## src/hw/rtl/ratamr_pkg.sv

```systemverilog
// Shared types and codes for the rational add/multiply/reduce block.
// Used by ratamr_ctrl, ratamr_dp and rational_add_mul_reduce_top.
`default_nettype none

package ratamr_pkg;

  // Result word width
  localparam int RES_W = 32;

  // Operation codes carried in the input tuser
  localparam logic [1:0] OP_ADD = 2'd0;
  localparam logic [1:0] OP_MUL = 2'd1;
  localparam logic [1:0] OP_INC = 2'd2;
  localparam logic [1:0] OP_CMP = 2'd3;

  // Multiplier operand pairs
  localparam logic [1:0] MS_AN_BD = 2'd0;
  localparam logic [1:0] MS_BN_AD = 2'd1;
  localparam logic [1:0] MS_AD_BD = 2'd2;
  localparam logic [1:0] MS_AN_BN = 2'd3;

  // Numerator register actions
  localparam logic [1:0] NO_HOLD = 2'd0;
  localparam logic [1:0] NO_PROD = 2'd1;
  localparam logic [1:0] NO_ACC  = 2'd2;
  localparam logic [1:0] NO_INC  = 2'd3;

  // Output register sources
  localparam logic [1:0] OUT_RAW = 2'd0;
  localparam logic [1:0] OUT_QUO = 2'd1;
  localparam logic [1:0] OUT_CMP = 2'd2;

  // Commands from the controller to the datapath
  typedef struct packed {
    logic       capture;
    logic [1:0] mul_sel;
    logic [1:0] num_op;
    logic       den_prod;
    logic       den_inc;
    logic       gcd_init;
    logic       gcd_step;
    logic       div_init;
    logic       div_step;
    logic       out_load;
    logic [1:0] out_sel;
  } ratamr_cmd_t;

  // Status from the datapath to the controller
  typedef struct packed {
    logic [1:0] op;
    logic       reducible;
    logic       gcd_done;
    logic       g_one;
  } ratamr_sts_t;

endpackage

`default_nettype wire

```

## src/hw/rtl/ratamr_ctrl.sv

```systemverilog
// Sequencer for the rational block: steps add/mul, increment, gcd and divide.
// Depends on ratamr_pkg for command/status structs and codes.
`default_nettype none

module ratamr_ctrl
  import ratamr_pkg::*;
(
  input  logic        clk,
  input  logic        rst_n,
  input  logic        in_tvalid,
  input  logic [1:0]  in_op,
  output logic        in_tready,
  input  logic        out_tready,
  output logic        out_tvalid,
  output ratamr_cmd_t cmd,
  input  ratamr_sts_t sts
);

  localparam logic [3:0] S_IDLE  = 4'd0;
  localparam logic [3:0] S_MUL0  = 4'd1;
  localparam logic [3:0] S_MUL1  = 4'd2;
  localparam logic [3:0] S_MUL2  = 4'd3;
  localparam logic [3:0] S_MUL3  = 4'd4;
  localparam logic [3:0] S_INC   = 4'd5;
  localparam logic [3:0] S_CHECK = 4'd6;
  localparam logic [3:0] S_GCD   = 4'd7;
  localparam logic [3:0] S_DIV   = 4'd8;
  localparam logic [3:0] S_OUT   = 4'd9;

  localparam int          CNT_W   = $clog2(RES_W);
  localparam logic [CNT_W-1:0] CNT_LAST = CNT_W'(RES_W - 1);

  logic [3:0]       state_r, state_nxt;
  logic [1:0]       mode_r, mode_nxt;
  logic [CNT_W-1:0] cnt_r, cnt_nxt;
  logic             out_valid_r, out_valid_nxt;
  logic             out_free;

  assign in_tready  = (state_r == S_IDLE);
  assign out_tvalid = out_valid_r;
  assign out_free   = !out_valid_r || out_tready;

  // Next state and command decode
  always_comb begin
    state_nxt    = state_r;
    mode_nxt     = mode_r;
    cnt_nxt      = cnt_r;
    cmd          = '0;
    cmd.mul_sel  = MS_AN_BD;
    cmd.num_op   = NO_HOLD;
    cmd.out_sel  = mode_r;
    unique case (state_r)
      S_IDLE: begin
        if (in_tvalid) begin
          cmd.capture = 1'b1;
          unique case (in_op) inside
            OP_ADD, OP_MUL: state_nxt = S_MUL0;
            OP_INC:         state_nxt = S_INC;
            default: begin
              mode_nxt  = OUT_CMP;
              state_nxt = S_OUT;
            end
          endcase
        end
      end
      S_MUL0: begin
        cmd.mul_sel = (sts.op == OP_ADD) ? MS_AN_BD : MS_AN_BN;
        state_nxt   = S_MUL1;
      end
      S_MUL1: begin
        cmd.mul_sel = (sts.op == OP_ADD) ? MS_BN_AD : MS_AD_BD;
        cmd.num_op  = NO_PROD;
        state_nxt   = S_MUL2;
      end
      S_MUL2: begin
        if (sts.op == OP_ADD) begin
          cmd.mul_sel = MS_AD_BD;
          cmd.num_op  = NO_ACC;
          state_nxt   = S_MUL3;
        end else begin
          cmd.den_prod = 1'b1;
          state_nxt    = S_CHECK;
        end
      end
      S_MUL3: begin
        cmd.den_prod = 1'b1;
        state_nxt    = S_CHECK;
      end
      S_INC: begin
        cmd.num_op  = NO_INC;
        cmd.den_inc = 1'b1;
        state_nxt   = S_CHECK;
      end
      S_CHECK: begin
        if (sts.reducible) begin
          cmd.gcd_init = 1'b1;
          state_nxt    = S_GCD;
        end else begin
          mode_nxt  = OUT_RAW;
          state_nxt = S_OUT;
        end
      end
      S_GCD: begin
        if (sts.gcd_done) begin
          if (sts.g_one) begin
            mode_nxt  = OUT_RAW;
            state_nxt = S_OUT;
          end else begin
            cmd.div_init = 1'b1;
            cnt_nxt      = '0;
            state_nxt    = S_DIV;
          end
        end else begin
          cmd.gcd_step = 1'b1;
        end
      end
      S_DIV: begin
        cmd.div_step = 1'b1;
        cnt_nxt      = cnt_r + 1'b1;
        if (cnt_r == CNT_LAST) begin
          mode_nxt  = OUT_QUO;
          state_nxt = S_OUT;
        end
      end
      S_OUT: begin
        if (out_free) begin
          cmd.out_load = 1'b1;
          state_nxt    = S_IDLE;
        end
      end
      default: state_nxt = S_IDLE;
    endcase
  end

  // Output valid: set on load, drop when taken
  always_comb begin
    out_valid_nxt = out_valid_r;
    if (cmd.out_load) begin
      out_valid_nxt = 1'b1;
    end else if (out_tready) begin
      out_valid_nxt = 1'b0;
    end
  end

  always_ff @(posedge clk) begin
    if (!rst_n) begin
      state_r     <= S_IDLE;
      mode_r      <= OUT_RAW;
      cnt_r       <= '0;
      out_valid_r <= 1'b0;
    end else begin
      state_r     <= state_nxt;
      mode_r      <= mode_nxt;
      cnt_r       <= cnt_nxt;
      out_valid_r <= out_valid_nxt;
    end
  end

`ifndef SYNTHESIS
  a_busy_after_accept: assert property (@(posedge clk) disable iff (!rst_n)
    (in_tvalid && in_tready) |=> !in_tready)
    else $error("input taken again right after an accept");

  a_gcd_on_positive: assert property (@(posedge clk) disable iff (!rst_n)
    cmd.gcd_step |-> sts.reducible)
    else $error("gcd stepping on a value that is not positive");

  a_valid_from_out: assert property (@(posedge clk) disable iff (!rst_n)
    $rose(out_valid_r) |-> ($past(state_r) == S_OUT))
    else $error("result valid raised outside the output state");
`endif

endmodule

`default_nettype wire

```

## config.mk

```make
export PLATFORM = sky130hd
export DESIGN_NAME = ratamr_ctrl
export DESIGN_NICKNAME = d
export VERILOG_FILES = /design/src/hw/rtl/ratamr_pkg.sv /design/src/hw/rtl/ratamr_ctrl.sv
export SDC_FILE = /design/constraint.sdc
export NUM_CORES = 1
export LEC_CHECK = 0
export ABC_CLOCK_PERIOD_IN_PS = 2000
export BUFFER_PORTS_ARGS = -buffer_cell sky130_fd_sc_hd__buf_4
export CAP_MARGIN = 40
export CORE_MARGIN = 4
export CORE_UTILIZATION = 45
export DETAILED_ROUTE_END_ITERATION = 7
export PLACE_DENSITY = 0.77
export SKIP_LAST_GASP = 1
export SYNTH_ARGS = -nofsm -noshare
export SYNTH_HDL_FRONTEND = slang
export SYNTH_SLANG_ARGS = --single-unit
```

## constraint.sdc

```tcl
create_clock -name clk -period 2 [get_ports clk]
set_input_delay 0.1 -clock clk [delete_from_list [all_inputs] [get_ports clk]]
set_output_delay 0.1 -clock clk [all_outputs]
set_load 0.02 [all_outputs]
```

==> impl_results.md, run 1 <==
* Antenna Violating Nets Remaining at 0
* Setup CP Type: flop to output pin
* Root buf cell: clkbuf_4
* Die area at ~2800 sq um
* Routed WL at 2086 um
* CP Launch Point: state_r[1]
* Slew margin rel. at 0.6629
* Max FO, Critical Path at 12
* Reg clk slew, reported paths at ~0.07 ns
* Initial Util at 0.4713
* H-tree depth at 1
* Max Cap Violations at 0
* Tmin final at 1.839 ns
* Critical path endpoint: cmd[12]
* Ys Warns at 0
* Area growth syn-to-layout at 24.36%
* Critical path data arrival time at 1.74 ns
* GR peak layer: met2
* Actual slew at the worst max-slew pin at 0.5050 ns
* DP Wirelength at 1680 um
* Slew Viols, Final at 0
* Hold-fix buffers, CTS at 0
* Layout Cells excl Fill at 163
* Post-synthesis cell count at approximately 110
* Worst VDD drop at 0.8532 mV
* Final Cell Area at 1150 sq um
* Layout cells sized above 1 at 0.3676
* Fraction of registers with async set/reset at 0
* Met3 Track Usage GR at 0.03662
* Worst r2r path cells at 7
* Post-synthesis cell area at 924.6 sq um
* Yosys reg bits at 12
* Leakage at 0.5235 nW
* Setup slack, reg-to-reg at between 0.2 and 0.3 ns
* Layout Nets at 150
* Placed Area at 1111 sq um
* Worst setup EP type: output pin
* Setup TNS at 0 ns
* Main flop type after synthesis: dfxtp_1
* Die Width at 53.33 um
* First-pass GRT wire length at between 3000 and 4000 um
* Wirelength per Cell at around 13 um
* Met2 Use GR at 0.2592
* Placeable Area at between 1500 and 2000 sq um
* Min-Delay Path Class: primary input to flop
* Unrepaired setup endpoints after global routing: true
* Pwr/cell area at around 1400 nW/um^2
* Hold Fails Final Rpt at 0
* Worst reg2reg path endpoint: mode_r[1]
* Post-synth EDFFs at 0
* Vias after detailed routing at 872
* Critical path's slowest cell: dfxtp_1
* Die height at ~53 um
* Vias in the first global route at 801
* Pwr Total at 1.576 mW
* CTS Buffer Depth at 2
* CTS tree: yes
* Period utilization at 0.9193
* Critical Path, Cell by Cell: nor2b_1 > nor3_1 > a2111oi_2 > buf_4
* Largest net degree at the start of global routing at 18
* Mean Syn Cell Area at roughly 8.3 sq um
* Achievable frequency at 0.5439 GHz
* Met1 usage at 0.2064
* Register area share after synthesis at 0.2598
* # diodes at 0
* Util after Layout at 0.5861
* Total grt overflow at 0
* GRT Util Overall at 0.1617
* Setup Skew at approximately 0.0014 ns
* Inst Count DP at 159
* First drt pass iteration count at 4
* Critical path required time at 1.90 ns
* Initial drt markers at 12
* Via density at 5.350
* Number of port buffers at 26
* Num CTS Buffers at 3
* Gp weighted congestion at roughly 0.86
* Nature of the critical path startpoint: flop
* Endpoints failing setup at 0
* Mapped Nets at 125
* # rows at 16
* Drc violations at 0
* Clk sinks at 12
* Worst-skew pair later-pin latency at around 0.27 ns
* Status: complete, no violations
* Netlist cell types at 46
* Reg2reg start: cnt_r[0]
* Initial antenna violation count at 0
* Boundary pin count at 27
* Largest stage delay, worst path at 0.59 ns
==> layer usage <==
layer,vias up,share of wire
met5,-,0
met1,403,0.45
li1,443,-
met4,0,0.014
met2,22,0.48
met3,4,0.054
==> worst min path at each step <==
stage,start,end,cells after the start
global route,rst_n,state_r[2],2
floorplan,rst_n,state_r[2],1
global placement,rst_n,state_r[2],2
CTS,rst_n,state_r[2],2
detailed placement,rst_n,state_r[2],2
finish,rst_n,state_r[2],2
==> registers in the layout, summed over array words and instances (netlist names) <==
name	count
cnt_r	5
mode_r	2
out_tvalid	1
state_r	4
==> worst max-delay path: cells and delay by family (launching register included) <==
kind / cells / cell delay, ns
DFF: 1 / 0.59
and+or+nand+nor: 2 / 0.35
AOI/OAI and AO/OA: 1 / 0.33
buffers and inverters: 1 / 0.19
==> cell families after synthesis <==
kind of cell / after synthesis / synth area share
simple gates: 56 / 0.3491
compound gates: 20 / 0.1868
buf+inv: 13 / 0.08254
flops: 12 / 0.2598
mux: 6 / 0.06631
xor+xnor: 3 / 0.02842
fa+ha+maj: 2 / 0.02706
==> synth_stat cells, types with 2 or more instances <==
cell type  count  share of area
ha_1           2          0.027
a2111oi_2      2          0.032
dfxtp_1       12           0.26
nor2_1        12          0.049
and2_1         2          0.014
nor3_1         3          0.016
inv_1          3          0.012
inv_2          2         0.0081
buf_4          2          0.016
nand2b_1       2          0.014
nand2_2        2          0.014
buf_2          4          0.022
nor2_2         2          0.014
nand2_1       14          0.057
mux2i_1        5          0.054
a21oi_1        6          0.032
nand3_1        2          0.011
o21ai_1        2          0.011
buf_6          2          0.024
nor2b_1        4          0.027
xor2_1         2          0.019
==> area by class of cell <==
| type | count | area [sq um] |
|---|---|---|
| Timing Repair Buffer | 28 | 210.2 |
| Tap cell | 27 | 33.78 |
| Clock buffer | 4 | 36.28 |
| Multi-Input combinational cell | 87 | 608.1 |
| Inverter | 5 | 18.77 |
| Sequential cell | 12 | 242.7 |
| Fill cell | 193 | 812.0 |
==> cell usage in the layout (no fill, tap or decap), types with 2 or more instances in the layout <==
cell type | Yosys | layout
xor2_1 | 2 | 2
nor2_1 | 12 | 12
a21oi_1 | 6 | 6
a2111oi_2 | 2 | 2
nor2b_1 | 4 | 4
inv_2 | 2 | 2
and2_1 | 2 | 2
nor2_2 | 2 | 2
nand2_1 | 14 | 14
clkbuf_4 | 0 | 3
dfxtp_2 | 0 | 2
dfxtp_1 | 12 | 10
nand3_1 | 2 | 2
buf_4 | 2 | 28
nand2_2 | 2 | 2
o21ai_1 | 2 | 2
inv_1 | 3 | 3
nand2b_1 | 2 | 2
nor3_1 | 3 | 3
ha_1 | 2 | 2
mux2i_1 | 5 | 5
==> report_power, final <==
group          internal, mW  switching, mW
Sequential            0.301          0.153
Combinational         0.451          0.481
Clock                 0.111         0.0804
==> what timing repair did <==
| action | in CTS | in global routing |
|---|---|---|
| buffers inserted | 0 | 0 |
| setup endpoints to repair | 0 | 2 |
| resized for setup | 0 | 2 |
==> stage by stage <==
stage	setup slack, ns	hold WS (ns)
floorplan	0.3951	0.2178
finish	0.1613	0.08599
detailed placement	0.2712	0.3703
global placement	0.3355	0.3692
CTS	0.05042	0.08737
global route	-0.02706	0.08819
(Power assumes the default switching activity.)
==> inputs of run 2 (changes only) <==
==> constraint.sdc (replaced) <==
create_clock -name clk -period 2 [get_ports clk]
set_input_delay 0.4 -clock clk [delete_from_list [all_inputs] [get_ports clk]]
set_output_delay 0.4 -clock clk [all_outputs]
set_load 0.02 [all_outputs]
==> run 2 against run 1 <==
Net effect:
- power is 3.3% higher
- design area is 3.7% higher
- clock-buffer cell count is 1 lower
- utilization is 2.2 points higher
- highest routed layer unchanged
- cell count is 1.8% higher
- critical path depth is 1 higher
- die area stayed put
- largest power group unchanged
- maximum frequency is 4.8% lower
- wire length is 3.3% higher
- global-route usage is 1.2 points higher
- sequential power is 13% lower
==> impl_results.md, run 2 (same netlist as run 1, synthesis figures left out) <==
* Status: complete, no violations
* Nature of the critical path startpoint: flop
* Worst VDD drop at 0.9083 mV
* Fillers at 189
* Boundary pin count at 27
* Clk sinks at 12
* Num CTS Buffers at 3
* Wirelength per Cell at 12.98 um
* Max FO, Critical Path at 13
* Critical path required time at roughly 1.6 ns
* Area of the multi-input gates at 621.8 sq um
* Top Registers: cnt_r (5), state_r (4), mode_r (2)
* Unrepaired setup endpoints after global routing: false
* Die Width at 53.33 um
* Placeable Area at 1962 sq um
* Initial Util at 0.4713
* Number of port buffers at 26
* Setup CP Type: flop to output pin
* Worst-skew pair later-pin latency at 0.27 ns
* Total grt overflow at 0
* Root buf cell: clkbuf_4
* Leading cell type in the layout, fill and taps excluded: buf_4
* Die area at about 2800 sq um
* CTS Buffer Depth at 2
* Gp weighted congestion at 0.8023
* Setup TNS at 0 ns
* Actual slew at the worst max-slew pin at just over 0.4 ns
* Area growth syn-to-layout at 28.96%
* # diodes at 0
* Critical path data arrival time at 1.53 ns
* Max Cap Violations at 0
* First drt pass iteration count at 4
* CTS tree: yes
* Slew Viols, Final at 0
* GRT Util Overall at 0.1733
* Worst setup EP type: output pin
* Top register by number of flip-flops: cnt_r
* Vias in the first global route at 824
* Die height at 53.33 um
* Hold-fix buffers, CTS at 0
* Layout cells sized above 1 at 0.3957
* Antenna Violating Nets Remaining at 0
* WHS at a little under 0.4 ns
* Initial drt markers at 12
* # rows at 16
* Period utilization at 0.9656
* Largest register FFs at 5
* Register area at between 200 and 300 sq um
* Slew margin rel. at 0.7313
* Initial antenna violation count at 0
* First-pass GRT wire length at 3608 um
* Reg clk slew, reported paths at 0.07 ns
* Vias after detailed routing at ~870
* Endpoints failing setup at 0
* Largest net degree at the start of global routing at 17
* Pwr/cell area at 1366 nW/um^2
* Setup Skew at 0.0009130 ns
* Achievable frequency at 0.5178 GHz
* Min-Delay Path Class: primary input to flop
* Leakage at 0.5426 nW
* H-tree depth at 1
* Layout Nets at 154
* Routed WL at ~2200 um
* Pwr Total at 1.628 mW
* Via density at 5.247
* Most frequent cells in the layout: 31 x buf_4, 14 x nand2_1, 12 x nor2_1, 9 x dfxtp_1, 6 x a21oi_1
* DP Wirelength at 1673 um
* Hold Fails Final Rpt at 0
* Drc violations at 0
* Tmin final at 1.931 ns
[run 2: changes by cell type in the layout (fill, tap and decap cells not counted), sizes merged]
cell    change
buf         +4
clkbuf      -1
[run 2: critical path, stage by stage, from the launching register on]
cell	delay [ns]
dfxtp_4	0.37
buf_6	0.15
or3_4	0.35
nor2_4	0.11
and2_1	0.13
buf_4	0.13
[run 2: metrics by stage]
| step | setup WS (ns) | cell area, sq um | util | std cells |
|---|---|---|---|---|
| 2_1_floorplan | 0.05082 | 924.6 | - | 112 |
| 4_1_cts | 0.004777 | 1166 | 0.5944 | 165 |
| 6_report | 0.06874 | 1192 | 0.6078 | 166 |
| 5_1_grt | 0.002931 | 1192 | 0.6078 | 166 |
| 3_5_place_dp | 0.1675 | 1134 | 0.5778 | 162 |
| 3_3_place_gp | 0.2428 | 1134 | 0.5778 | 162 |
[run 2: final cells by class]
cell class,count,share of cell area
clock buffers,3,0.01889
inverters,5,0.01574
multi-input cells,87,0.5215
flip-flops and latches,12,0.2109
well taps,27,0.02833
repair buffers,32,0.2046
[run 2: repair_timing]
item	4_1_cts	5_1_grt
pin swaps	0	1
cloned	0	0
endpoints found under the setup margin	5	4
buffers inserted	0	1
gates resized for setup	4	6
[run 2: report_power, final]
group,switching [mW],internal (mW),leakage (nW)
registers,0.0823,0.312,0.0998
logic,0.587,0.502,0.429
clock network,0.0753,0.0698,0.0138
[run 2: path summary, 6_finish.rpt]
kind / slack [ns] / start / end / cells after the start
max: 0.07 / state_r[1] / cmd[13] / 5
min: 0.39 / rst_n / state_r[2] / 2
max reg2reg: 0.25 / cnt_r[0] / mode_r[0] / 7
min reg2reg: 0.46 / mode_r[1] / mode_r[1] / 2
[run 2: routing by layer]
layer,global-route usage,up-vias,routed length [um]
li1,-,448,-
met1,0.2095,390,911
met2,0.2980,28,1089
met3,0.02535,5,111
met4,0.07660,0,43
met5,0,-,0
